### src/design/xenc_pkg.sv
package xenc_pkg;

    localparam int unsigned MAX_BYTES = 19;
    localparam int unsigned CNT_W     = 5;

    typedef enum logic [5:0] {
        OP_MOV_IMM   = 6'd0,  OP_MOV      = 6'd1,  OP_ADD      = 6'd2,  OP_SUB      = 6'd3,
        OP_CMP       = 6'd4,  OP_TEST     = 6'd5,  OP_IMUL     = 6'd6,  OP_IDIV     = 6'd7,
        OP_NEG       = 6'd8,  OP_AND      = 6'd9,  OP_OR       = 6'd10, OP_XOR      = 6'd11,
        OP_NOT       = 6'd12, OP_SHL      = 6'd13, OP_SHR      = 6'd14, OP_AND_IMM  = 6'd15,
        OP_POPCNT    = 6'd16, OP_LOAD64   = 6'd17, OP_STORE64  = 6'd18, OP_LOAD32   = 6'd19,
        OP_STORE32   = 6'd20, OP_MOVZX8   = 6'd21, OP_STORE8   = 6'd22, OP_PUSH     = 6'd23,
        OP_POP       = 6'd24, OP_LOAD_FR  = 6'd25, OP_STORE_FR = 6'd26, OP_LOAD_ABS = 6'd27,
        OP_STORE_ABS = 6'd28, OP_JMP      = 6'd29, OP_CALL     = 6'd30, OP_RET      = 6'd31,
        OP_JCC       = 6'd32, OP_PATCH    = 6'd33, OP_JMP_TO   = 6'd34, OP_SETCC    = 6'd35,
        OP_PROLOGUE  = 6'd36, OP_EPILOGUE = 6'd37, OP_ADD_I8   = 6'd38, OP_SUB_I8   = 6'd39,
        OP_PUSH_R    = 6'd40, OP_POP_R    = 6'd41, OP_MOV_RR   = 6'd42, OP_ADD_RR   = 6'd43,
        OP_SUB_RR    = 6'd44, OP_SYSCALL  = 6'd45, OP_EMIT_SC  = 6'd46, OP_BAD     = 6'd63
    } op_t;

    // one classified request: the byte string and how offsets are formed
    typedef struct packed {
        logic [MAX_BYTES-1:0][7:0] bytes;
        logic [CNT_W-1:0]          count;
        logic                      patch;
        logic [31:0]               target;
        logic [31:0]               rel_base;
        logic                      rel_mode;
    } enc_t;

    function automatic logic [7:0] modrm(input logic [1:0] md, input logic [2:0] rg,
                                         input logic [2:0] rm);
        return {md, rg, rm};
    endfunction

endpackage

### src/design/xenc_back.sv
module xenc_back
    import xenc_pkg::*;
(
    input  logic        clk,
    input  logic        rst_n,
    input  logic        enc_valid,
    output logic        enc_ready,
    input  enc_t        enc,
    output logic        out_valid,
    input  logic        out_ready,
    output logic [7:0]  code_byte,
    output logic [31:0] byte_offset,
    output logic        last
);

    enc_t             cur_reg;
    logic             busy_reg;
    logic [CNT_W-1:0] idx_reg;
    logic [31:0]      wp_reg;
    logic [31:0]      rel_reg;
    logic             ov_reg;
    logic [7:0]       ob_reg;
    logic [31:0]      oo_reg;
    logic             ol_reg;
    logic             take;
    logic             emit;
    logic             fin;
    logic [31:0]      rel_now;
    logic [7:0]       byte_v;
    logic [1:0]       lane;

    // write position once the byte in flight this cycle is counted
    function automatic logic [31:0] wp_next_start();
        return (emit && !cur_reg.patch) ? wp_reg + 32'd1 : wp_reg;
    endfunction

    assign take      = enc_valid && enc_ready;
    assign enc_ready = !busy_reg || (emit && fin);
    assign emit      = busy_reg && (!ov_reg || out_ready);
    assign fin       = (idx_reg + 1'b1) == cur_reg.count;
    assign rel_now   = cur_reg.patch ? rel_reg : rel_reg;

    // pick the byte: relative field bytes are spliced in from rel_reg
    always_comb
    begin
        lane   = 2'(idx_reg - (cur_reg.patch ? CNT_W'(0) : CNT_W'(1)));
        byte_v = cur_reg.bytes[idx_reg];
        if (cur_reg.rel_mode && (cur_reg.patch || idx_reg != '0))
            byte_v = rel_now[8*lane +: 8];
    end

    // byte sequencer
    always_ff @(posedge clk or negedge rst_n)
    begin
        if (!rst_n)
        begin
            busy_reg <= 1'b0;
            idx_reg  <= '0;
            wp_reg   <= '0;
            ov_reg   <= 1'b0;
        end
        else
        begin
            if (out_ready)
                ov_reg <= 1'b0;
            if (emit)
            begin
                ov_reg  <= 1'b1;
                idx_reg <= idx_reg + 1'b1;
                if (!cur_reg.patch)
                    wp_reg <= wp_reg + 32'd1;
                if (fin)
                    busy_reg <= 1'b0;
            end
            if (take)
            begin
                busy_reg <= 1'b1;
                idx_reg  <= '0;
            end
        end
    end

    always_ff @(posedge clk)
    begin
        if (take)
        begin
            cur_reg <= enc;
            // wp at this point is the request's start position
            rel_reg <= enc.patch ? (wp_next_start() - enc.rel_base)
                                 : (enc.rel_base - wp_next_start());
        end
        if (emit)
        begin
            ob_reg <= byte_v;
            oo_reg <= cur_reg.patch ? cur_reg.target + 32'(idx_reg) : wp_reg;
            ol_reg <= fin;
        end
    end

    assign out_valid   = ov_reg;
    assign code_byte   = ob_reg;
    assign byte_offset = oo_reg;
    assign last        = ol_reg;

endmodule

### config.mk
export PLATFORM = sky130hd
export DESIGN_NAME = xenc_back
export DESIGN_NICKNAME = d
export VERILOG_FILES = /design/src/design/xenc_pkg.sv /design/src/design/xenc_back.sv
export SDC_FILE = /design/constraint.sdc
export NUM_CORES = 1
export LEC_CHECK = 0
export BUFFER_PORTS_ARGS = -buffer_cell sky130_fd_sc_hd__buf_4
export CAP_MARGIN = 30
export CORE_AREA = 2 2 179 181
export DETAILED_ROUTE_END_ITERATION = 12
export DIE_AREA = 0 0 181 183
export HOLD_SLACK_MARGIN = 0.08
export PLACE_DENSITY_LB_ADDON = 0.15
export SLEW_MARGIN = 30
export SYNTH_ARGS = -nofsm -noshare
export SYNTH_HDL_FRONTEND = slang
export SYNTH_SLANG_ARGS = --single-unit
### constraint.sdc
create_clock -name clk -period 5.9 [get_ports clk]
set_clock_uncertainty 0.15 [all_clocks]
set_input_delay 0.885 -clock clk [delete_from_list [all_inputs] [get_ports clk]]
set_output_delay 0.885 -clock clk [all_outputs]
set_load 0.01 [all_outputs]
==> impl_metrics.csv, run 1 <==
group,metric,value,unit
clock_network,clk_pin_slew,0.06,ns
yosys,synth_top_area_share,0.496,
timing,setup_tns,0,ns
floorplan,die-area,33100,sq um
clock_network,cts_hold_buf,0,
floorplan,dieWidth,181,um
yosys,synth-seq-cells,303,
critical_path,cp-endpoint,"rel_now[31]",
critical_path,cp_top_family,"simple AND/OR/NAND/NOR gates",
critical_path,cp_cell_sequence,"buf_4 > nand2b_1 > nand2_1 > inv_2 > and4_1 > and4_1 > nand2_1 > nor2_1 > xor2_1 > ha_1 > a21oi_1 > o21a_1 > a2bb2oi_1 > a32oi_1 > a31o_2 > a211oi_1 > xnor2_1",
critical_path,startpoint,"out_ready",
placement,gp_congestion,0.900,
yosys,synth_area_leaders,"edfxtp_1 50%, dfrtp_1 6.1%, mux4_2 5.6%, ha_1 5.6%, xnor2_1 4.9%",
yosys,synth-async-reset-ratio,0.129,
yosys,synth_nets,1613,
floorplan,rows,65,
global_routing,grtUsageMet2,0.445,
timing,finalCriticalPeriod,4.35,ns
critical_path,path_class,"primary input to register",
clock_network,cts_tree,"built",
critical_path,crit_buf_inv,2,
timing,slew_headroom,0.464,
timing,worst_pin_slew,0.804,ns
routing,drt-initial-drc-count,1031,
yosys,synth_edf_count,264,
yosys,synth_cell_type_count,69,
routing,vias,11300,
critical_path,r2r_end,"rel_now[31]",
timing,final-hold-violation-count,0,
global_routing,gr-total-overflow,0,
timing,period_share,0.738,
finish,antennaDiodeCount,0,
yosys,yosysTopAreaCell,"edfxtp_1",
global_routing,grt_usage,0.257,
routing,wirelength,43.3,mm
floorplan,placeableCoreArea,31200,sq um
min_path,hold_path_class,"primary input to async pin",
yosys,synth-main-ff-cell,"edfxtp_1",
timing,slew_violations,0,
finish,fillCellCount,2574,
clock_network,cts_buffers,31,
global_routing,grt_use_met3,0.0536,
pwr,ir_worst_vdd,0.290,mV
critical_path,critPathMaxStageDelay,0.40,ns
global_routing,grt_pass1_wl,64.5,mm
yosys,netlist_instances,1312,
critical_path,required,6.06,ns
global_routing,grt_use_met1,0.323,
placement,numPortBuffers,269,
routing,firstDrtPassIters,6,
finish,multi_input_area,6500,sq um
yosys,yosysSeqAreaShare,0.557,
clock_network,htree_levels,1,
critical_path,r2r_start,"out_valid",
finish,register_area,8910,sq um
clock_network,insertion_delay,0.57,ns
critical_path,endpoint_kind,"register",
placement,hpwl,32.9,mm
flow_run,maxCapViolations,0,
timing,setup_viol,0,
finish,fin_area,19300,sq um
pwr,powerDensity,345,nW/um^2
floorplan,start_util,0.512,
clock_network,postCtsSetupRepairBufs,0,
routing,wire_per_inst,21.8,um
pwr,power.total,6.65,mW
global_routing,busiest_layer,"met2",
timing,hold_ws,0.142,ns
floorplan,io-pin-count,270,
global_routing,grt_pass1_vias,11400,
finish,fin_nets,1860,
critical_path,path_depth,17,
critical_path,reg2reg_depth,16,
global_routing,antenna_found_initial,0,
critical_path,rrSetupSlack,1.59,ns
finish,areaGrowthSynthToFinish,20.6,%
critical_path,start_kind,"primary input",
yosys,syn_area_per_cell,12.2,sq um
timing,max_freq,230,MHz
routing,via_per_inst,5.69,
pwr,cellLeakagePower,7.54,nW
outcome,status,"finished, final reports clean",
timing,rsz0062_at_grt,"false",
yosys,syn_area,16000,sq um
critical_path,slowest_stage,"ha_1",
clock_network,cts_resized,0,
clock_network,cts_root_buf,"clkbuf_16",
finish,drive_above_1_share,0.247,
routing,drc,0,
critical_path,crit_arrival,4.52,ns
finish,largest_reg_flops,191,
placement,place_area,18300,sq um
clock_network,clock_sink_count,303,
floorplan,fp.dieH,183,um
yosys,yosysWarnings,0,
routing,ant_nets,0,
global_routing,grt_max_degree,83,
finish,postLayoutCoreUtil,0.617,
critical_path,cp_max_fo,11,
clock_network,ctsLongestPathBuffers,3,
==> placed cells by master, fill, tap and decap left out, types with 17 or more instances in the layout <==
| cell | netlist | routed |
|---|---|---|
| inv_1 | 80 | 80 |
| o21ai_0 | 53 | 53 |
| mux2i_1 | 21 | 21 |
| mux4_2 | 40 | 40 |
| edfxtp_1 | 264 | 264 |
| a21oi_1 | 113 | 113 |
| ha_1 | 71 | 71 |
| nor2_1 | 91 | 91 |
| nand3_1 | 35 | 35 |
| o21a_1 | 17 | 17 |
| dfrtp_1 | 39 | 37 |
| nand4_1 | 18 | 18 |
| nand2_1 | 101 | 101 |
| xnor2_1 | 89 | 89 |
| clkbuf_16 | 0 | 31 |
| xor2_1 | 41 | 41 |
| buf_4 | 1 | 275 |
==> power by group <==
part | internal [mW] | switching, mW
combinational | 0.918 | 1.12
sequential | 2.62 | 0.174
clock | 1.02 | 0.805
==> through the flow <==
stage / setup WS [ns] / std cells
2_1_floorplan: 0.226 / 1312
3_3_place_gp: 1.10 / 1928
3_5_place_dp: 0.967 / 1928
4_1_cts: 1.58 / 1985
5_1_grt: 1.30 / 1985
6_report: 1.55 / 1985
==> cells in the mapped netlist (3+ instances only) <==
cell and n:
edfxtp_1 264, a21oi_1 113, nand2_1 101, nor2_1 91, xnor2_1 89, inv_1 80
ha_1 71, o21ai_0 53, xor2_1 41, mux4_2 40, dfrtp_1 39, nand3_1 35
clkbuf_1 28, buf_2 26, mux2i_1 21, nand4_1 18, o21a_1 17, and3_1 16
nor3_1 16, a211oi_1 12, o211ai_1 11, and4_1 10, mux2_2 9, buf_1 8
nand2b_1 8, o221ai_1 8, a31oi_1 7, a21o_1 6, nor2b_1 6, nor4_1 4
o22ai_1 4, a2bb2oi_1 3, a311oi_1 3, fa_1 3, nor3_2 3, or3_1 3
==> per-layer routing <==
layer / part of all wire / wire length, um
met1: 0.40 / 17100
met2: 0.49 / 21400
met3: 0.076 / 3310
met4: 0.035 / 1520
met5: 0 / 0
==> worst min-delay path by stage <==
| stage | startpoint | endpoint |
|---|---|---|
| 2_1_floorplan | busy_reg | out_valid |
| 3_3_place_gp | busy_reg | out_valid |
| 3_5_place_dp | busy_reg | out_valid |
| 4_1_cts | rst_n | wp_reg[27] |
| 5_1_grt | rst_n | wp_reg[25] |
| 6_report | rst_n | wp_reg[25] |
==> final cells by class <==
class / count / share of cell area
flip-flops and latches: 303 / 0.462
multi-input cells: 863 / 0.337
repair buffers: 278 / 0.110
clock buffers: 47 / 0.0454
well taps: 402 / 0.0261
inverters: 82 / 0.0160
clock inverters: 10 / 0.00344
==> kinds of logic after synthesis <==
group,Yosys count,synth area share
AOI/OAI and AO/OA,260,0.0990
xor gates and xnor gates,131,0.0729
adders and majority gates,74,0.0593
buffers and inverters,146,0.0370
DFF,303,0.557
muxes,70,0.0758
and+or+nand+nor,328,0.0993
Power figures use the tool's default switching activity.
==> run 2, diff against run 1 <==
Settings changed: ABC_AREA set to 1, CORE_AREA 2 2 179 181 to 2 2 177 179, DIE_AREA 0 0 181 183 to 0 0 179 181.
Clock period 5.9 ns to 4.46 ns, I/O delays scaled along.
==> run 2 against run 1 <==
Against the previous run:
- critical path depth is 2 lower
- critical path type is now register to register
- largest cell class unchanged
- sequential share of layout area is 4.0 points lower
- register-to-register slack got worse by 1.3 ns
- setup slack lost 1.2 ns
- final area up 9.3%
==> impl_metrics.csv, run 2 <==
group,metric,value,unit
outcome,status,"finished, final reports clean",
clock_network,htree_levels,2,
global_routing,antenna_found_initial,0,
clock_network,clk_pin_slew,0.06,ns
timing,final-hold-violation-count,0,
yosys,yosysSeqAreaShare,0.509,
critical_path,cp_max_fo,7,
yosys,yosys-top-cells-count,"609 x nand2_1, 264 x edfxtp_1, 245 x inv_1",
yosys,syn_area,17500,sq um
timing,max_freq,241,MHz
yosys,yosysTopAreaCell,"edfxtp_1",
clock_network,insertion_delay,0.53,ns
finish,antennaDiodeCount,0,
routing,vias,15200,
clock_network,cts_tree,"built",
timing,setup_viol,0,
yosys,synth_nets,2331,
finish,largest_reg_flops,191,
global_routing,grt_pass1_vias,15100,
floorplan,dieWidth,179,um
floorplan,start_util,0.576,
timing,worst_pin_slew,0.824,ns
floorplan,io-pin-count,270,
yosys,synth-async-reset-ratio,0.129,
yosys,synth-main-ff-cell,"edfxtp_1",
pwr,power.total,10.1,mW
yosys,yosysMostFrequentCell,"nand2_1",
clock_network,ctsLongestPathBuffers,3,
yosys,synth_top_area_share,0.454,
routing,firstDrtPassIters,6,
finish,fin_nets,2602,
routing,ant_nets,0,
pwr,powerDensity,478,nW/um^2
routing,wire_per_inst,19.3,um
global_routing,grt_usage,0.324,
finish,final_cell_mix,"607 x nand2_1, 285 x buf_4, 264 x edfxtp_1, 242 x inv_1, 176 x nor2_1",
placement,gp_congestion,1.01,
floorplan,rows,64,
finish,areaGrowthSynthToFinish,20.6,%
placement,hpwl,40.2,mm
routing,via_per_inst,5.60,
routing,wirelength,52.6,mm
finish,final_common_cell,"nand2_1",
floorplan,placeableCoreArea,30300,sq um
yosys,synth-seq-cells,303,
critical_path,endpoint_kind,"register",
clock_network,cts_root_buf,"clkbuf_16",
yosys,netlist_instances,2030,
finish,drive_above_1_share,0.162,
critical_path,start_kind,"register",
pwr,ir_worst_vdd,0.357,mV
floorplan,fp.dieH,181,um
timing,slew_violations,0,
floorplan,die-area,32400,sq um
timing,rsz0062_at_grt,"false",
timing,period_share,0.932,
critical_path,crit_arrival,4.27,ns
timing,finalCriticalPeriod,4.15,ns
routing,drc,0,
clock_network,clock_sink_count,303,
yosys,synth_cell_type_count,48,
critical_path,required,4.58,ns
clock_network,cts_buffers,35,
finish,fin_cells,2722,
yosys,yosysWarnings,0,
yosys,synth_edf_count,264,
timing,slew_headroom,0.450,
timing,hold_ws,0.168,ns
min_path,hold_path_class,"primary input to register",
pwr,cellLeakagePower,9.50,nW
placement,numPortBuffers,269,
global_routing,gr-total-overflow,0,
yosys,synth_area_leaders,"edfxtp_1 45%, nand2_1 13%, dfrtp_1 5.6%, inv_1 5.3%, ha_1 5.1%",
critical_path,path_class,"register to register",
clock_network,postCtsSetupRepairBufs,0,
global_routing,grt_pass1_wl,80.7,mm
routing,drt-initial-drc-count,1529,
global_routing,grt_max_degree,120,
flow_run,maxCapViolations,0,
yosys,syn_area_per_cell,8.61,sq um
placement,dpl.cell_count,2659,
==> run 2: cell types whose count changed in the layout (fill, tap and decap cells not counted), sizes merged, moves of 49 or more <==
cell	previous run	this run
o21ai	53	133
xnor2	90	26
inv	84	253
nand2	101	612
nand3	35	84
nor2	93	182
==> run 2: timing repair <==
| item | 4_1_cts | 5_1_grt |
|---|---|---|
| hold endpoints to repair | 39 | 0 |
| gates resized for setup | 0 | 0 |
| hold buffers | 1 | 0 |
==> run 2: kinds of logic after synthesis <==
family	after synthesis	synth area share
adders and majority gates	74	0.0543
and+or+nand+nor	955	0.225
buffers and inverters	308	0.0676
muxes	6	0.00365
DFF	303	0.509
AOI/OAI and AO/OA	290	0.0928
xor gates and xnor gates	94	0.0475
==> run 2: metal layers <==
layer  global-route usage  vias up  routed length [um]
li1                     -     7253                   -
met4                0.123        0                1950
met5                    0        -                   0
met2                0.537      714               24600
met1                0.424     7161               20900
met3               0.0577      110                5070
==> run 2: power breakdown <==
part / switching, mW / internal, mW / leakage [nW]
clock: 1.14 / 1.63 / 0.542
combinational: 2.31 / 1.17 / 6.09
sequential: 0.217 / 3.59 / 2.87
==> run 2: final cells by class <==
class                   count  area (sq um)
fillers                  2488          9270
flip-flops and latches    303          8900
multi-input cells        1419          7410
repair buffers            288          2190
inverters                 254           970
clock buffers              44           910
well taps                 396           495
clock inverters            18           199
==> run 2: through the flow <==
step                      area, sq um  TNS (ns)  utilization  setup slack [ns]
after floorplan                 17500   -339.26            -             -1.49
final                           21100         0        0.695             0.305
after global placement          20000         0        0.658             0.160
after global routing            21100         0        0.695            0.0381
after detailed placement        20000         0        0.658             0.125
after CTS                       21100         0        0.695             0.451
==> run 2: worst paths after layout <==
path	end	cells after the start	slack, ns	start
worst max-delay path	rel_now[26]	15	0.31	wp_reg[6]
worst min-delay path	cur_reg[46]	1	0.17	enc[46]
worst max register to register	rel_now[26]	15	0.31	wp_reg[6]
worst min register to register	out_valid	2	0.41	out_valid
max in group asynchronous	idx_reg[3]	2	3.29	rst_n
min in group asynchronous	wp_reg[22]	2	0.50	rst_n
==> run 2: worst max-delay path: stages, from the launching register on <==
cell and delay (ns):
dfrtp_1 0.53, nand2_1 0.17, nor3_2 0.42, nand4_1 0.36, nor2_2 0.26, xor2_2 0.24, inv_1 0.07, ha_1 0.41
a21oi_1 0.35, o21ai_0 0.22, a21oi_1 0.32, nand3_1 0.13, nand2_1 0.08, nand2_1 0.06, nand2_1 0.06, nand2_1 0.07
